### src/hw/rtl/scm_pkg.sv
// Shared types and constants of the seven-channel sliding median block.
`timescale 1ns / 1ps

package scm_pkg;

  // Operation codes carried in the input word
  localparam logic OP_STORE = 1'b0;
  localparam logic OP_QUERY = 1'b1;

  // Fixed field layout of the input and result words
  localparam int NUM_FIELDS = 7;
  localparam int FIELD_BITS = 32;

  // Control of the shared rank comparator
  typedef struct packed {
    logic clr;
    logic en;
  } rank_ctl_t;

endpackage

### src/hw/rtl/scm_in_if.sv
// Input channel: operation code and one sample per channel.
`timescale 1ns / 1ps

interface scm_in_if;
  import scm_pkg::*;

  logic                         valid;
  logic                         ready;
  logic                         operation;
  logic signed [FIELD_BITS-1:0] sample_0;
  logic signed [FIELD_BITS-1:0] sample_1;
  logic signed [FIELD_BITS-1:0] sample_2;
  logic signed [FIELD_BITS-1:0] sample_3;
  logic signed [FIELD_BITS-1:0] sample_4;
  logic signed [FIELD_BITS-1:0] sample_5;
  logic signed [FIELD_BITS-1:0] sample_6;

  modport source (
    output valid, operation, sample_0, sample_1, sample_2, sample_3,
           sample_4, sample_5, sample_6,
    input  ready
  );

  modport sink (
    input  valid, operation, sample_0, sample_1, sample_2, sample_3,
           sample_4, sample_5, sample_6,
    output ready
  );
endinterface

### src/hw/rtl/scm_out_if.sv
// Result channel: one median per channel.
`timescale 1ns / 1ps

interface scm_out_if;
  import scm_pkg::*;

  logic                         valid;
  logic                         ready;
  logic signed [FIELD_BITS-1:0] median_0;
  logic signed [FIELD_BITS-1:0] median_1;
  logic signed [FIELD_BITS-1:0] median_2;
  logic signed [FIELD_BITS-1:0] median_3;
  logic signed [FIELD_BITS-1:0] median_4;
  logic signed [FIELD_BITS-1:0] median_5;
  logic signed [FIELD_BITS-1:0] median_6;

  modport source (
    output valid, median_0, median_1, median_2, median_3, median_4,
           median_5, median_6,
    input  ready
  );

  modport sink (
    input  valid, median_0, median_1, median_2, median_3, median_4,
           median_5, median_6,
    output ready
  );
endinterface

### src/hw/rtl/scm_ring_store.sv
// Ring store of window rows, one row holding a sample of every channel.
`timescale 1ns / 1ps

module scm_ring_store #(
  parameter int WINDOW      = 3,
  parameter int CHANNELS    = 7,
  parameter int SAMPLE_BITS = 32
) (
  input  logic                                   clk_i,
  input  logic                                   rst_ni,
  input  logic                                   wr_en_i,
  input  logic [CHANNELS*SAMPLE_BITS-1:0]        wr_row_i,
  input  logic                                   rd_en_i,
  input  logic [((WINDOW > 1) ? $clog2(WINDOW) : 1)-1:0] rd_addr_i,
  output logic [CHANNELS*SAMPLE_BITS-1:0]        rd_row_o
);

  localparam int IW   = (WINDOW > 1) ? $clog2(WINDOW) : 1;
  localparam int ROWW = CHANNELS * SAMPLE_BITS;

  logic [ROWW-1:0]   mem [WINDOW];
  logic [WINDOW-1:0] valid_q;
  logic [IW-1:0]     wpos_q;
  logic [ROWW-1:0]   rd_data_q;
  logic              rd_vld_q;

  // Advance the shared write position and mark written rows
  always_ff @(posedge clk_i or negedge rst_ni) begin
    if (!rst_ni) begin
      wpos_q   <= '0;
      valid_q  <= '0;
      rd_vld_q <= 1'b0;
    end else begin
      if (wr_en_i) begin
        valid_q[wpos_q] <= 1'b1;
        if (wpos_q == IW'(WINDOW - 1)) begin
          wpos_q <= '0;
        end else begin
          wpos_q <= wpos_q + 1'b1;
        end
      end
      if (rd_en_i) begin
        rd_vld_q <= valid_q[rd_addr_i];
      end
    end
  end

  // Row memory: one write port, one registered read port
  always_ff @(posedge clk_i) begin
    if (wr_en_i) begin
      mem[wpos_q] <= wr_row_i;
    end
    if (rd_en_i) begin
      rd_data_q <= mem[rd_addr_i];
    end
  end

  // Rows never written read as zero
  assign rd_row_o = rd_vld_q ? rd_data_q : '0;

endmodule

### src/hw/rtl/scm_rank_unit.sv
// Shared signed comparator that counts smaller and equal samples.
`timescale 1ns / 1ps

module scm_rank_unit #(
  parameter int SAMPLE_BITS = 32,
  parameter int CNTW        = 2
) (
  input  logic                          clk_i,
  input  logic                          rst_ni,
  input  scm_pkg::rank_ctl_t            ctl_i,
  input  logic signed [SAMPLE_BITS-1:0] cand_i,
  input  logic signed [SAMPLE_BITS-1:0] value_i,
  output logic [CNTW-1:0]               lt_o,
  output logic [CNTW-1:0]               eq_o
);
  import scm_pkg::*;

  logic [CNTW-1:0] lt_q;
  logic [CNTW-1:0] eq_q;
  logic            lt_hit;
  logic            eq_hit;

  assign lt_hit = (value_i < cand_i);
  assign eq_hit = (value_i == cand_i);

  // Clear at a new candidate, accumulate one compare a step
  always_ff @(posedge clk_i or negedge rst_ni) begin
    if (!rst_ni) begin
      lt_q <= '0;
      eq_q <= '0;
    end else if (ctl_i.clr) begin
      lt_q <= '0;
      eq_q <= '0;
    end else if (ctl_i.en) begin
      lt_q <= lt_q + CNTW'(lt_hit);
      eq_q <= eq_q + CNTW'(eq_hit);
    end
  end

  assign lt_o = lt_q;
  assign eq_o = eq_q;

endmodule

### src/hw/rtl/seven_channel_sliding_median.sv
// Top level of the seven-channel sliding-window median filter.
`timescale 1ns / 1ps

// Keeps the last WINDOW samples of up to seven channels in a ring store and
// answers a query word with each channel's median (odd window: middle value;
// even window: mean of the two middle values, rounded toward minus infinity).
// The store resets to zero, so early medians include zeros. A store word is
// taken and gives no result. A query word is worked through by one shared
// comparator that ranks every window entry against every entry, itself
// included, each compare waiting on the fetch of its entry from the row
// memory's single registered read port. The medians are gathered in a result
// register and then moved to the output register, after which the input
// becomes ready again. That move waits only while an earlier result still
// waits in the output register. Unused channels give zero.
module seven_channel_sliding_median #(
  parameter int WINDOW      = 3,
  parameter int CHANNELS    = 7,
  parameter int SAMPLE_BITS = 32
) (
  input  logic      clk_i,
  input  logic      rst_ni,
  scm_in_if.sink    in_i,
  scm_out_if.source out_o
);
  import scm_pkg::*;

  localparam int IW   = (WINDOW > 1) ? $clog2(WINDOW) : 1;
  localparam int CW   = (CHANNELS > 1) ? $clog2(CHANNELS) : 1;
  localparam int CNTW = $clog2(WINDOW + 1);
  localparam int ROWW = CHANNELS * SAMPLE_BITS;
  localparam bit ODD  = (WINDOW % 2) == 1;
  localparam int MHI  = WINDOW / 2;
  localparam int MLO  = (WINDOW > 1) ? WINDOW / 2 - 1 : 0;

  typedef enum logic [2:0] {
    S_IDLE,
    S_RD_CAND,
    S_LD_CAND,
    S_RD_J,
    S_CMP,
    S_EVAL,
    S_MEAN,
    S_OUT
  } state_e;

  state_e  state_q;
  logic [IW-1:0] i_q;
  logic [IW-1:0] j_q;
  logic [CW-1:0] ch_q;

  logic signed [SAMPLE_BITS-1:0] cand_q;
  logic signed [SAMPLE_BITS-1:0] lo_q;
  logic signed [SAMPLE_BITS-1:0] hi_q;
  logic signed [FIELD_BITS-1:0]  res_q [CHANNELS];
  logic signed [FIELD_BITS-1:0]  out_q [CHANNELS];
  logic                          out_vld_q;

  logic                  in_fire;
  logic                  out_load;
  logic                  wr_en;
  logic [ROWW-1:0]       wr_row;
  logic                  rd_en;
  logic [IW-1:0]         rd_addr;
  logic [ROWW-1:0]       rd_row;
  logic signed [SAMPLE_BITS-1:0] row_sel;
  rank_ctl_t             rank_ctl;
  logic [CNTW-1:0]       lt_cnt;
  logic [CNTW-1:0]       eq_cnt;
  logic [CNTW-1:0]       le_cnt;
  logic                  hit_hi;
  logic                  hit_lo;
  logic signed [SAMPLE_BITS-1:0] mean;
  logic signed [SAMPLE_BITS-1:0] pick;
  logic signed [63:0]    pick_ext;
  logic [FIELD_BITS-1:0] fld [NUM_FIELDS];
  logic signed [FIELD_BITS-1:0] med [NUM_FIELDS];

  assign in_fire = in_i.valid && in_i.ready;

  // Move finished medians out once the output register is free or being taken
  assign out_load = (state_q == S_OUT) && (!out_vld_q || out_o.ready);

  // Gather the sample fields of the input word
  assign fld[0] = in_i.sample_0;
  assign fld[1] = in_i.sample_1;
  assign fld[2] = in_i.sample_2;
  assign fld[3] = in_i.sample_3;
  assign fld[4] = in_i.sample_4;
  assign fld[5] = in_i.sample_5;
  assign fld[6] = in_i.sample_6;

  // Pack the used channels into one store row
  for (genvar c = 0; c < CHANNELS; c++) begin : g_row
    assign wr_row[c*SAMPLE_BITS +: SAMPLE_BITS] = SAMPLE_BITS'(fld[c]);
  end

  assign wr_en   = in_fire && (in_i.operation == OP_STORE);
  assign rd_en   = (state_q == S_RD_CAND) || (state_q == S_RD_J);
  assign rd_addr = (state_q == S_RD_CAND) ? i_q : j_q;

  scm_ring_store #(
    .WINDOW      (WINDOW),
    .CHANNELS    (CHANNELS),
    .SAMPLE_BITS (SAMPLE_BITS)
  ) u_store (
    .clk_i     (clk_i),
    .rst_ni    (rst_ni),
    .wr_en_i   (wr_en),
    .wr_row_i  (wr_row),
    .rd_en_i   (rd_en),
    .rd_addr_i (rd_addr),
    .rd_row_o  (rd_row)
  );

  assign row_sel = rd_row[SAMPLE_BITS*int'(ch_q) +: SAMPLE_BITS];

  assign rank_ctl.clr = (state_q == S_LD_CAND);
  assign rank_ctl.en  = (state_q == S_CMP);

  scm_rank_unit #(
    .SAMPLE_BITS (SAMPLE_BITS),
    .CNTW        (CNTW)
  ) u_rank (
    .clk_i   (clk_i),
    .rst_ni  (rst_ni),
    .ctl_i   (rank_ctl),
    .cand_i  (cand_q),
    .value_i (row_sel),
    .lt_o    (lt_cnt),
    .eq_o    (eq_cnt)
  );

  // Candidate sits at sorted place m when lt <= m < lt + eq
  assign le_cnt = lt_cnt + eq_cnt;
  assign hit_hi = (lt_cnt <= CNTW'(MHI)) && (CNTW'(MHI) < le_cnt);
  assign hit_lo = (lt_cnt <= CNTW'(MLO)) && (CNTW'(MLO) < le_cnt);

  // Floor mean of the two middle values without overflow
  assign mean     = (lo_q & hi_q) + ((lo_q ^ hi_q) >>> 1);
  assign pick     = ODD ? hi_q : mean;
  assign pick_ext = 64'(pick);

  // Sequencer: channel, candidate and compare loops, then the output register
  always_ff @(posedge clk_i or negedge rst_ni) begin
    if (!rst_ni) begin
      state_q   <= S_IDLE;
      i_q       <= '0;
      j_q       <= '0;
      ch_q      <= '0;
      out_vld_q <= 1'b0;
      out_q     <= '{default: '0};
    end else begin
      case (state_q)
        S_IDLE: begin
          if (in_fire && (in_i.operation == OP_QUERY)) begin
            state_q <= S_RD_CAND;
            i_q     <= '0;
            j_q     <= '0;
            ch_q    <= '0;
          end
        end
        S_RD_CAND: state_q <= S_LD_CAND;
        S_LD_CAND: begin
          state_q <= S_RD_J;
          j_q     <= '0;
        end
        S_RD_J: state_q <= S_CMP;
        S_CMP: begin
          if (j_q == IW'(WINDOW - 1)) begin
            state_q <= S_EVAL;
          end else begin
            j_q     <= j_q + 1'b1;
            state_q <= S_RD_J;
          end
        end
        S_EVAL: begin
          if (i_q == IW'(WINDOW - 1)) begin
            state_q <= S_MEAN;
          end else begin
            i_q     <= i_q + 1'b1;
            state_q <= S_RD_CAND;
          end
        end
        S_MEAN: begin
          i_q <= '0;
          if (ch_q == CW'(CHANNELS - 1)) begin
            state_q <= S_OUT;
          end else begin
            ch_q    <= ch_q + 1'b1;
            state_q <= S_RD_CAND;
          end
        end
        S_OUT: begin
          if (out_load) begin
            state_q <= S_IDLE;
          end
        end
        default: state_q <= S_IDLE;
      endcase
      // Load a new result word or drop the one just taken
      if (out_load) begin
        out_vld_q <= 1'b1;
        out_q     <= res_q;
      end else if (out_o.ready) begin
        out_vld_q <= 1'b0;
      end
    end
  end

  // Hold candidate, middle values and finished medians
  always_ff @(posedge clk_i) begin
    if (state_q == S_LD_CAND) begin
      cand_q <= row_sel;
    end
    if (state_q == S_EVAL) begin
      if (hit_hi) begin
        hi_q <= cand_q;
      end
      if (hit_lo) begin
        lo_q <= cand_q;
      end
    end
    if (state_q == S_MEAN) begin
      res_q[ch_q] <= pick_ext[FIELD_BITS-1:0];
    end
  end

  // Drive zero on channels that are not built
  for (genvar c = 0; c < NUM_FIELDS; c++) begin : g_med
    if (c < CHANNELS) begin : g_used
      assign med[c] = out_q[c];
    end else begin : g_unused
      assign med[c] = '0;
    end
  end

  assign in_i.ready     = (state_q == S_IDLE);
  assign out_o.valid    = out_vld_q;
  assign out_o.median_0 = med[0];
  assign out_o.median_1 = med[1];
  assign out_o.median_2 = med[2];
  assign out_o.median_3 = med[3];
  assign out_o.median_4 = med[4];
  assign out_o.median_5 = med[5];
  assign out_o.median_6 = med[6];

  // A waiting result word stays put until it is taken
  a_hold_result: assert property (@(posedge clk_i) disable iff (!rst_ni)
    (out_o.valid && !out_o.ready) |=> (out_o.valid &&
      $stable({out_o.median_0, out_o.median_1, out_o.median_2, out_o.median_3,
               out_o.median_4, out_o.median_5, out_o.median_6})))
    else $error("result changed or dropped while waiting");

  // A query word makes the block busy at once
  a_query_busy: assert property (@(posedge clk_i) disable iff (!rst_ni)
    (in_fire && (in_i.operation == OP_QUERY)) |=> !in_i.ready)
    else $error("block still ready after a query word");

  // A store word leaves the block ready in the next cycle
  a_store_quick: assert property (@(posedge clk_i) disable iff (!rst_ni)
    (in_fire && (in_i.operation == OP_STORE)) |=> in_i.ready)
    else $error("store word did not complete in one cycle");

  // Rank counts never exceed the window
  a_rank_bound: assert property (@(posedge clk_i) disable iff (!rst_ni)
    (state_q == S_EVAL) |-> (int'(lt_cnt) + int'(eq_cnt) <= WINDOW && eq_cnt != '0))
    else $error("rank counts out of range");

endmodule
### src/flat_wrapper.sv
// flat-port wrapper written by rule: the top's interface ports become plain ports
module seven_channel_sliding_median_flat import scm_pkg::*;
#(
  parameter int WINDOW      = 3,
  parameter int CHANNELS    = 7,
  parameter int SAMPLE_BITS = 32
)
  (clk_i, rst_ni, in_i_valid, in_i_operation, in_i_sample_0, in_i_sample_1, in_i_sample_2, in_i_sample_3, in_i_sample_4, in_i_sample_5, in_i_sample_6, in_i_ready, out_o_valid, out_o_median_0, out_o_median_1, out_o_median_2, out_o_median_3, out_o_median_4, out_o_median_5, out_o_median_6, out_o_ready);
  scm_in_if in_i_i ();
  scm_out_if out_o_i ();
  input  logic clk_i;
  input  logic rst_ni;
  input wire logic [$bits(in_i_i.valid)-1:0] in_i_valid;
  input wire logic [$bits(in_i_i.operation)-1:0] in_i_operation;
  input wire logic [$bits(in_i_i.sample_0)-1:0] in_i_sample_0;
  input wire logic [$bits(in_i_i.sample_1)-1:0] in_i_sample_1;
  input wire logic [$bits(in_i_i.sample_2)-1:0] in_i_sample_2;
  input wire logic [$bits(in_i_i.sample_3)-1:0] in_i_sample_3;
  input wire logic [$bits(in_i_i.sample_4)-1:0] in_i_sample_4;
  input wire logic [$bits(in_i_i.sample_5)-1:0] in_i_sample_5;
  input wire logic [$bits(in_i_i.sample_6)-1:0] in_i_sample_6;
  output wire logic [$bits(in_i_i.ready)-1:0] in_i_ready;
  output wire logic [$bits(out_o_i.valid)-1:0] out_o_valid;
  output wire logic [$bits(out_o_i.median_0)-1:0] out_o_median_0;
  output wire logic [$bits(out_o_i.median_1)-1:0] out_o_median_1;
  output wire logic [$bits(out_o_i.median_2)-1:0] out_o_median_2;
  output wire logic [$bits(out_o_i.median_3)-1:0] out_o_median_3;
  output wire logic [$bits(out_o_i.median_4)-1:0] out_o_median_4;
  output wire logic [$bits(out_o_i.median_5)-1:0] out_o_median_5;
  output wire logic [$bits(out_o_i.median_6)-1:0] out_o_median_6;
  input wire logic [$bits(out_o_i.ready)-1:0] out_o_ready;
  assign in_i_i.valid = in_i_valid;
  assign in_i_i.operation = in_i_operation;
  assign in_i_i.sample_0 = in_i_sample_0;
  assign in_i_i.sample_1 = in_i_sample_1;
  assign in_i_i.sample_2 = in_i_sample_2;
  assign in_i_i.sample_3 = in_i_sample_3;
  assign in_i_i.sample_4 = in_i_sample_4;
  assign in_i_i.sample_5 = in_i_sample_5;
  assign in_i_i.sample_6 = in_i_sample_6;
  assign in_i_ready = in_i_i.ready;
  assign out_o_valid = out_o_i.valid;
  assign out_o_median_0 = out_o_i.median_0;
  assign out_o_median_1 = out_o_i.median_1;
  assign out_o_median_2 = out_o_i.median_2;
  assign out_o_median_3 = out_o_i.median_3;
  assign out_o_median_4 = out_o_i.median_4;
  assign out_o_median_5 = out_o_i.median_5;
  assign out_o_median_6 = out_o_i.median_6;
  assign out_o_i.ready = out_o_ready;
  seven_channel_sliding_median #(.WINDOW(WINDOW), .CHANNELS(CHANNELS), .SAMPLE_BITS(SAMPLE_BITS)) u_core (.clk_i(clk_i), .rst_ni(rst_ni), .in_i(in_i_i), .out_o(out_o_i));
endmodule
### config.mk
export PLATFORM = sky130hd
export DESIGN_NAME = seven_channel_sliding_median_flat
export DESIGN_NICKNAME = d
export VERILOG_FILES = /design/src/hw/rtl/scm_pkg.sv /design/src/hw/rtl/scm_in_if.sv /design/src/hw/rtl/scm_out_if.sv /design/src/hw/rtl/scm_ring_store.sv /design/src/hw/rtl/scm_rank_unit.sv /design/src/hw/rtl/seven_channel_sliding_median.sv /design/src/flat_wrapper.sv
export SDC_FILE = /design/constraint.sdc
export NUM_CORES = 2
export LEC_CHECK = 0
export BUFFER_PORTS_ARGS = -buffer_cell sky130_fd_sc_hd__buf_2
export CAP_MARGIN = 20
export CELL_PAD_IN_SITES_DETAIL_PLACEMENT = 1
export CELL_PAD_IN_SITES_GLOBAL_PLACEMENT = 1
export CORE_MARGIN = 10
export CORE_UTILIZATION = 57
export CTS_BUF_LIST = sky130_fd_sc_hd__clkbuf_8
export CTS_CLUSTER_SIZE = 12
export DETAILED_ROUTE_END_ITERATION = 7
export PLACE_DENSITY = 0.95
export SLEW_MARGIN = 20
export SYNTH_ARGS = -nofsm -noshare
export SYNTH_HDL_FRONTEND = slang
export SYNTH_SLANG_ARGS = --single-unit
### constraint.sdc
create_clock -name clk_i -period 56.2 [get_ports clk_i]
set_clock_uncertainty 0.05 [all_clocks]
set_input_delay 5.62 -clock clk_i [delete_from_list [all_inputs] [get_ports clk_i]]
set_output_delay 5.62 -clock clk_i [all_outputs]
set_load 0.05 [all_outputs]
Word-level counts from Yosys, hierarchy flattened

Memories as Yosys holds them, arrays and structs flattened. A register that Yosys moved wholly into a read port is not among the register bits.
Index checks and enable logic that the tools add are counted.

Add/sub/neg operators: 7
Multipliers: 0
Div/mod/pow operators: 0
$lt $le $gt $ge: 8
Equality and inequality tests: 17
Shift-type cells: 1
Mux-type cells: 32
Bitwise gates (word level): 3
Reductions and logical operators: 21

Operator list:

| cell                  | count |
|---|---|
| $bwmux W224           | 1 |
| $mux W224             | 1 |
| $shiftx A224 B9 Y32   | 1 |
| $demux W32 S3         | 1 |
| $eq A32 B32 Y1        | 1 |
| $lt A32 B32 Y1        | 1 |
| $mux W32              | 1 |
| $pmux W3 S8           | 1 |
| $mux W3               | 7 |
| $mux W2               | 9 |
| $eq A3 B3 Y1 const B  | 5 |
| $pmux W2 S3           | 2 |
| $reduce_and A3 Y1     | 3 |
| $ne A2 B2 Y1 const B  | 4 |
| $logic_and A1 B1 Y1   | 7 |
| $add A2 B1 Y2 const B | 3 |
| $eq A2 B2 Y1 const B  | 3 |
| $eq A3 B2 Y1 const B  | 2 |
| $lt A2 B3 Y1 const B  | 2 |
| $mux W1               | 6 |
| $pmux W3 S2           | 1 |
| $reduce_bool A2 Y1    | 3 |
| $reduce_bool A3 Y1    | 2 |
| $add A2 B1 Y2         | 2 |
| 18 further kinds      | 20 |

Bits in registers: 533
Bits in latches: 0
Memory bits (writable): 672
ROM bits: 0
Input bits: 229
Output and inout port bits: 226
Logic and storage cells: 116
Memories: 1

Memories:

| name               | words | bits a word | rd ports | clocked after Yosys merged registers in | write ports | RTL line             | text |
|---|---|---|---|---|---|---|---|
| u_core.u_store.mem | 3     | 224         | 1        | 1                                       | 1           | scm_ring_store.sv:21 | `logic [ROWW-1:0] mem [WINDOW];` |

Longest topological paths before layout

Word-level depth: 6
Depth in mapped cells: 18
Mapped depth without buffers: 16

Modules after synthesis

From an unflattened synthesis, not the netlist that was laid out.

Cells, all modules: 3124
Area total of the unflattened synthesis: 53867.9 um2

Modules (own cells, without submodules):

| module                       | times used | cells each | area an instance (um2) | seq. area each (um2) |
|---|---|---|---|---|
| scm_ring_store               | 1          | 1913       | 33323.2                | 27055.9 |
| seven_channel_sliding_median | 1          | 1082       | 19538.7                | 14528.9 |
| scm_rank_unit                | 1          | 129        | 1006.0                 | 100.1 |

Least setup slack after synthesis

OpenSTA, ideal clock, no wires.

Path type: input to register
From: in in_i_operation
To: reg u_core.u_store.valid_q[2]
Setup time: 169 ps
Data arrival time: 23505 ps
Data required time: 55981 ps
Path slack: 32475 ps
Stages on the path: 3
Path buffers: 0
Cells stage by stage: nand3b_1 > nor3b_1 > or2_2

Cells in the longest elaborated chain, start to end: 2

Ends and longest elaborated chain:

| item                           | RTL line                           | text |
|---|---|---|
| start: declaration             | flat_wrapper.sv:14                 | `input wire logic [$bits(in_i_i.operation)-1:0] in_i_operation;` |
| $not A1 Y1                     | seven_channel_sliding_median.sv:97 | `assign wr_en = in_fire && (in_i.operation == OP_STORE);` |
| $logic_and A1 B1 Y1            | seven_channel_sliding_median.sv:97 |  |
| end signal: assignment         | scm_ring_store.sv:31               | `valid_q <= '0;` |
| end signal: indexed assignment | scm_ring_store.sv:35               | `valid_q[wpos_q] <= 1'b1;` |
| end: declaration               | scm_ring_store.sv:22               | `logic [WINDOW-1:0] valid_q;` |

No other way between the ends.
A chain may end at the register's enable or synchronous reset.

Final worst setup path

From: reg u_core.state_q[1]
To: out in_i_ready

Cells in the longest elaborated chain, start to end: 1

Ends and longest elaborated chain:

| item                     | RTL line                            | text |
|---|---|---|
| start: declaration       | seven_channel_sliding_median.sv:46  | `state_e state_q;` |
| start signal: assignment | seven_channel_sliding_median.sv:146 | `state_q <= S_IDLE;` |
| start signal: assignment | seven_channel_sliding_median.sv:156 | `state_q <= S_RD_CAND;` |
| start signal: assignment | seven_channel_sliding_median.sv:162 | `S_RD_CAND: state_q <= S_LD_CAND;` |
| $logic_not A3 Y1         | seven_channel_sliding_median.sv:237 | `assign in_i.ready = (state_q == S_IDLE);` |
| end: declaration         | flat_wrapper.sv:22                  | `output wire logic [$bits(in_i_i.ready)-1:0] in_i_ready;` |

No other way between the ends.

==> results.sh <==
export IMPL_synth_fp_nets=3139
export IMPL_crit_path_end_kind="output pin"
export IMPL_num_rows=111
export IMPL_path_class="flop to output pin"
export IMPL_status="completed"
export IMPL_critPathBufInv=2
export IMPL_seq_power_share=0.456
export IMPL_syn_inst=2872
export IMPL_die_area_um2=104500
export IMPL_power_switching_mw=1.278
export IMPL_h_tree_depth=4
export IMPL_gp_congestion=0.7803
export IMPL_synthArstFlopShare=0.1714
export IMPL_io_pins=455
export IMPL_synth_cell_types=47
export IMPL_cts_tree="built"
export IMPL_final_min_clock_period_ns=8.348
export IMPL_cellPowerDensity_nw_per_um2=56.29
export IMPL_fin_setup_tns_ns=0
export IMPL_grt_max_degree=234
export IMPL_cp_top_family="flip-flops"
export IMPL_path_clk_slew_ns=0.06
export IMPL_routedWlPerCell_um=32.86
export IMPL_crit_chain="or3_1 -> inv_1 -> buf_2"
export IMPL_area_delta_synth_final_pct=14.58
export IMPL_final_net_count=3705
export IMPL_io_buffers=454
export IMPL_wl_um=158900
export IMPL_worstSkewPairLatency_ns=0.90
export IMPL_p_int_mw=2.104
export IMPL_grt_pass1_vias=31827
export IMPL_vias=29510
export IMPL_p_sw_frac=0.3779
export IMPL_post_cts_setup_buffers=0
export IMPL_synthFlopType="edfxtp_1"
export IMPL_grtUsageTotal=0.2954
export IMPL_crit_slowest_cell="dfrtp_1"
export IMPL_die_width_um=323.3
export IMPL_clock_sinks=1429
export IMPL_yosysWarningCount=0
export IMPL_grt_antenna_before_repair=46
export IMPL_clockBufferDepth=3
export IMPL_drtAntennaViolNets=0
export IMPL_avgSynthCellArea_um2=18.26
export IMPL_synth_seq_cells=1429
export IMPL_hold_path_class="flop to flop"
export IMPL_syn_area_um2=52440
export IMPL_clock_root_buffer="clkbuf_8"
export IMPL_initial_core_util=0.5730
export IMPL_worstPathMaxFanout=29
export IMPL_rsz0062_at_grt="false"
export IMPL_overflow=0
export IMPL_ctsHoldBuffers=0
export IMPL_max_slew_margin_rel=0.2294
export IMPL_ys_seq_area_frac=0.7949
export IMPL_drive_above_1_share=0.2878
export IMPL_fin_hold_ws_ns=0.3882
export IMPL_drv_cap=0
export IMPL_grt_pass1_wl_um=223000
export IMPL_worst_slew_pin_slew_ns=1.156
export IMPL_slew_viol_final=0
export IMPL_leakage_nw=23.52
export IMPL_comb_power_share=0.296
export IMPL_drtIter0Drc=3157
export IMPL_place_hpwl_um=93000
export IMPL_cts_resized=0
export IMPL_clkPwrFrac=0.248
export IMPL_remaining_drc_errors=0
export IMPL_core_area_um2=91520
export IMPL_max_freq_ghz=0.1198
export IMPL_crit_required_ns=50.53
export IMPL_critPathMaxStageDelay_ns=0.73
export IMPL_setup_violations=0
export IMPL_arrival_ns=2.68
export IMPL_synth_edf_count=1184
export IMPL_period_share=0.1485
export IMPL_dr_pass1_iters=6
export IMPL_viasPerCell=6.101
export IMPL_crit_path_start_kind="flop"
export IMPL_die_y_um=323.3
export IMPL_hold_viol_final=0
export IMPL_cts_buffers=215
export IMPL_ir_drop_mv=0.03502
[per-stage QoR]
| step | setup WS (ns) | cells | util | total power, mW | area [µm²] |
|---|---|---|---|---|---|
| after detailed placement | 47.05 | 4406 | 0.6104 | 2.523 | 55870 |
| after global routing | 47.71 | 4830 | 0.6563 | 3.501 | 60070 |
| after floorplan | 32.48 | 2872 | - | 2.200 | 52440 |
| after global placement | 47.11 | 4406 | 0.6104 | 2.450 | 55870 |
| after CTS | 47.79 | 4809 | 0.6555 | 3.380 | 60000 |
| final | 47.85 | 4837 | 0.6565 | 3.382 | 60090 |
[worst paths after layout]
kind | from | end | slack, ns | depth (start not counted)
max | u_core.state_q[1] | in_i_ready | 47.85 | 3
min | u_core.cand_q[3] | u_core.hi_q[3] | 0.39 | 0
min in group asynchronous | rst_ni | u_core.out_o.median_1[1] | 4.78 | 1
max in group asynchronous | rst_ni | u_core.out_o.median_5[2] | 48.99 | 3
max reg2reg | u_core.ch_q[2] | u_core.u_rank.lt_o[0] | 50.67 | 16
min reg2reg | u_core.cand_q[3] | u_core.hi_q[3] | 0.39 | 0
[power by group through the flow]
stage / clock network, mW / registers, mW / logic (mW)
after floorplan: 0 / 1.80 / 0.399
after global placement: 0 / 1.52 / 0.928
after detailed placement: 0 / 1.55 / 0.976
after CTS: 0.843 / 1.54 / 0.999
after global routing: 0.897 / 1.56 / 1.05
final: 0.839 / 1.54 / 1.00
[synth_stat cells, types with 11 or more instances]
cell | n | share of area
o211a_1 | 30 | 0.0057
o21ai_0 | 23 | 0.0022
inv_1 | 37 | 0.0026
dfrtp_1 | 245 | 0.12
edfxtp_1 | 1184 | 0.68
nor2b_1 | 11 | 0.0013
mux2i_1 | 255 | 0.049
buf_2 | 58 | 0.0055
nor2_1 | 244 | 0.017
mux2_2 | 227 | 0.049
buf_6 | 16 | 0.0034
nand2_1 | 55 | 0.0039
ha_1 | 38 | 0.0091
buf_1 | 18 | 0.0013
a21oi_1 | 245 | 0.023
mux4_2 | 30 | 0.013
o211ai_1 | 29 | 0.0042
clkbuf_1 | 40 | 0.0029
[area by class of cell]
cell class	count	area [µm²]
diodes	27	67.56
clock buffers	244	3358
clock inverters	159	768.2
fillers	7876	31440
inverters	37	138.9
multi-input cells	1267	9958
flip-flops and latches	1429	41700
well taps	1186	1484
repair buffers	488	2616
[flip-flops by register name, indices dropped and copies added, names as in the netlist, 3 cells and up]
register and cells:
u_core.res_q 224, u_core.out_o.median_6 32, u_core.out_o.median_2 32, u_core.out_o.median_0 32, u_core.u_store.mem 672, u_core.out_o.median_3 32, u_core.out_o.median_4 32, u_core.hi_q 32
u_core.state_q 3, u_core.out_o.median_1 32, u_core.ch_q 3, u_core.out_o.median_5 32, u_core.u_store.rd_data_q 224, u_core.cand_q 32, u_core.u_store.valid_q 3
[placed cells by master, fill, tap and decap left out, types with 4 or more instances in the layout]
| master | instances |
|---|---|
| edfxtp_1 | 1184 |
| buf_2 | 453 |
| mux2i_1 | 255 |
| a21oi_1 | 244 |
| clkbuf_8 | 244 |
| nor2_1 | 243 |
| dfrtp_1 | 242 |
| mux2_2 | 227 |
| inv_1 | 126 |
| nand2_1 | 55 |
| clkinv_1 | 39 |
| ha_1 | 38 |
| mux4_2 | 30 |
| o211a_1 | 30 |
| o211ai_1 | 29 |
| diode_2 | 27 |
| buf_4 | 27 |
| o21ai_0 | 23 |
| clkinv_2 | 18 |
| nor2b_1 | 9 |
| nand4_1 | 9 |
| a21o_1 | 7 |
| clkinvlp_4 | 7 |
| buf_12 | 6 |
| a221oi_1 | 5 |
| and2_1 | 5 |
| o22ai_1 | 4 |
| and3_2 | 4 |
| nand2b_1 | 4 |
| nand3_1 | 4 |
| bufinv_16 | 4 |
[logic make-up after synthesis]
logic type / count (synthesis) / synth area share
AO/OA/AOI/OAI: 356 / 0.03975
XOR/XNOR: 1 / 0.0001670
AND/OR/NAND/NOR: 359 / 0.02882
buffers and inverters: 176 / 0.01677
multiplexers: 513 / 0.1106
flip-flops: 1429 / 0.7949
adder cells (fa/ha/maj): 38 / 0.009066
[routing by layer]
| metal | track usage | up-vias | share of wire |
|---|---|---|---|
| met3 | 0.08472 | 416 | 0.090 |
| met1 | 0.3459 | 15231 | 0.36 |
| met2 | 0.4943 | 1673 | 0.50 |
| li1 | - | 12164 | - |
| met4 | 0.1524 | 26 | 0.057 |
| met5 | 0 | - | 0.0012 |
[worst register-to-register path, stage by stage, from the launching register on]
cell	delay [ns]
dfrtp_4	0.68
buf_4	0.55
buf_4	0.65
nor2b_2	0.22
buf_4	0.29
a221oi_1	0.43
o22ai_1	0.14
and2_1	0.24
ha_1	0.35
nand4_1	0.15
nor3_1	0.36
nand4_1	0.19
a31oi_1	0.30
o22ai_1	0.21
ha_1	0.31
a21oi_1	0.13
o21ai_0	0.10
(Power assumes the default switching activity.)
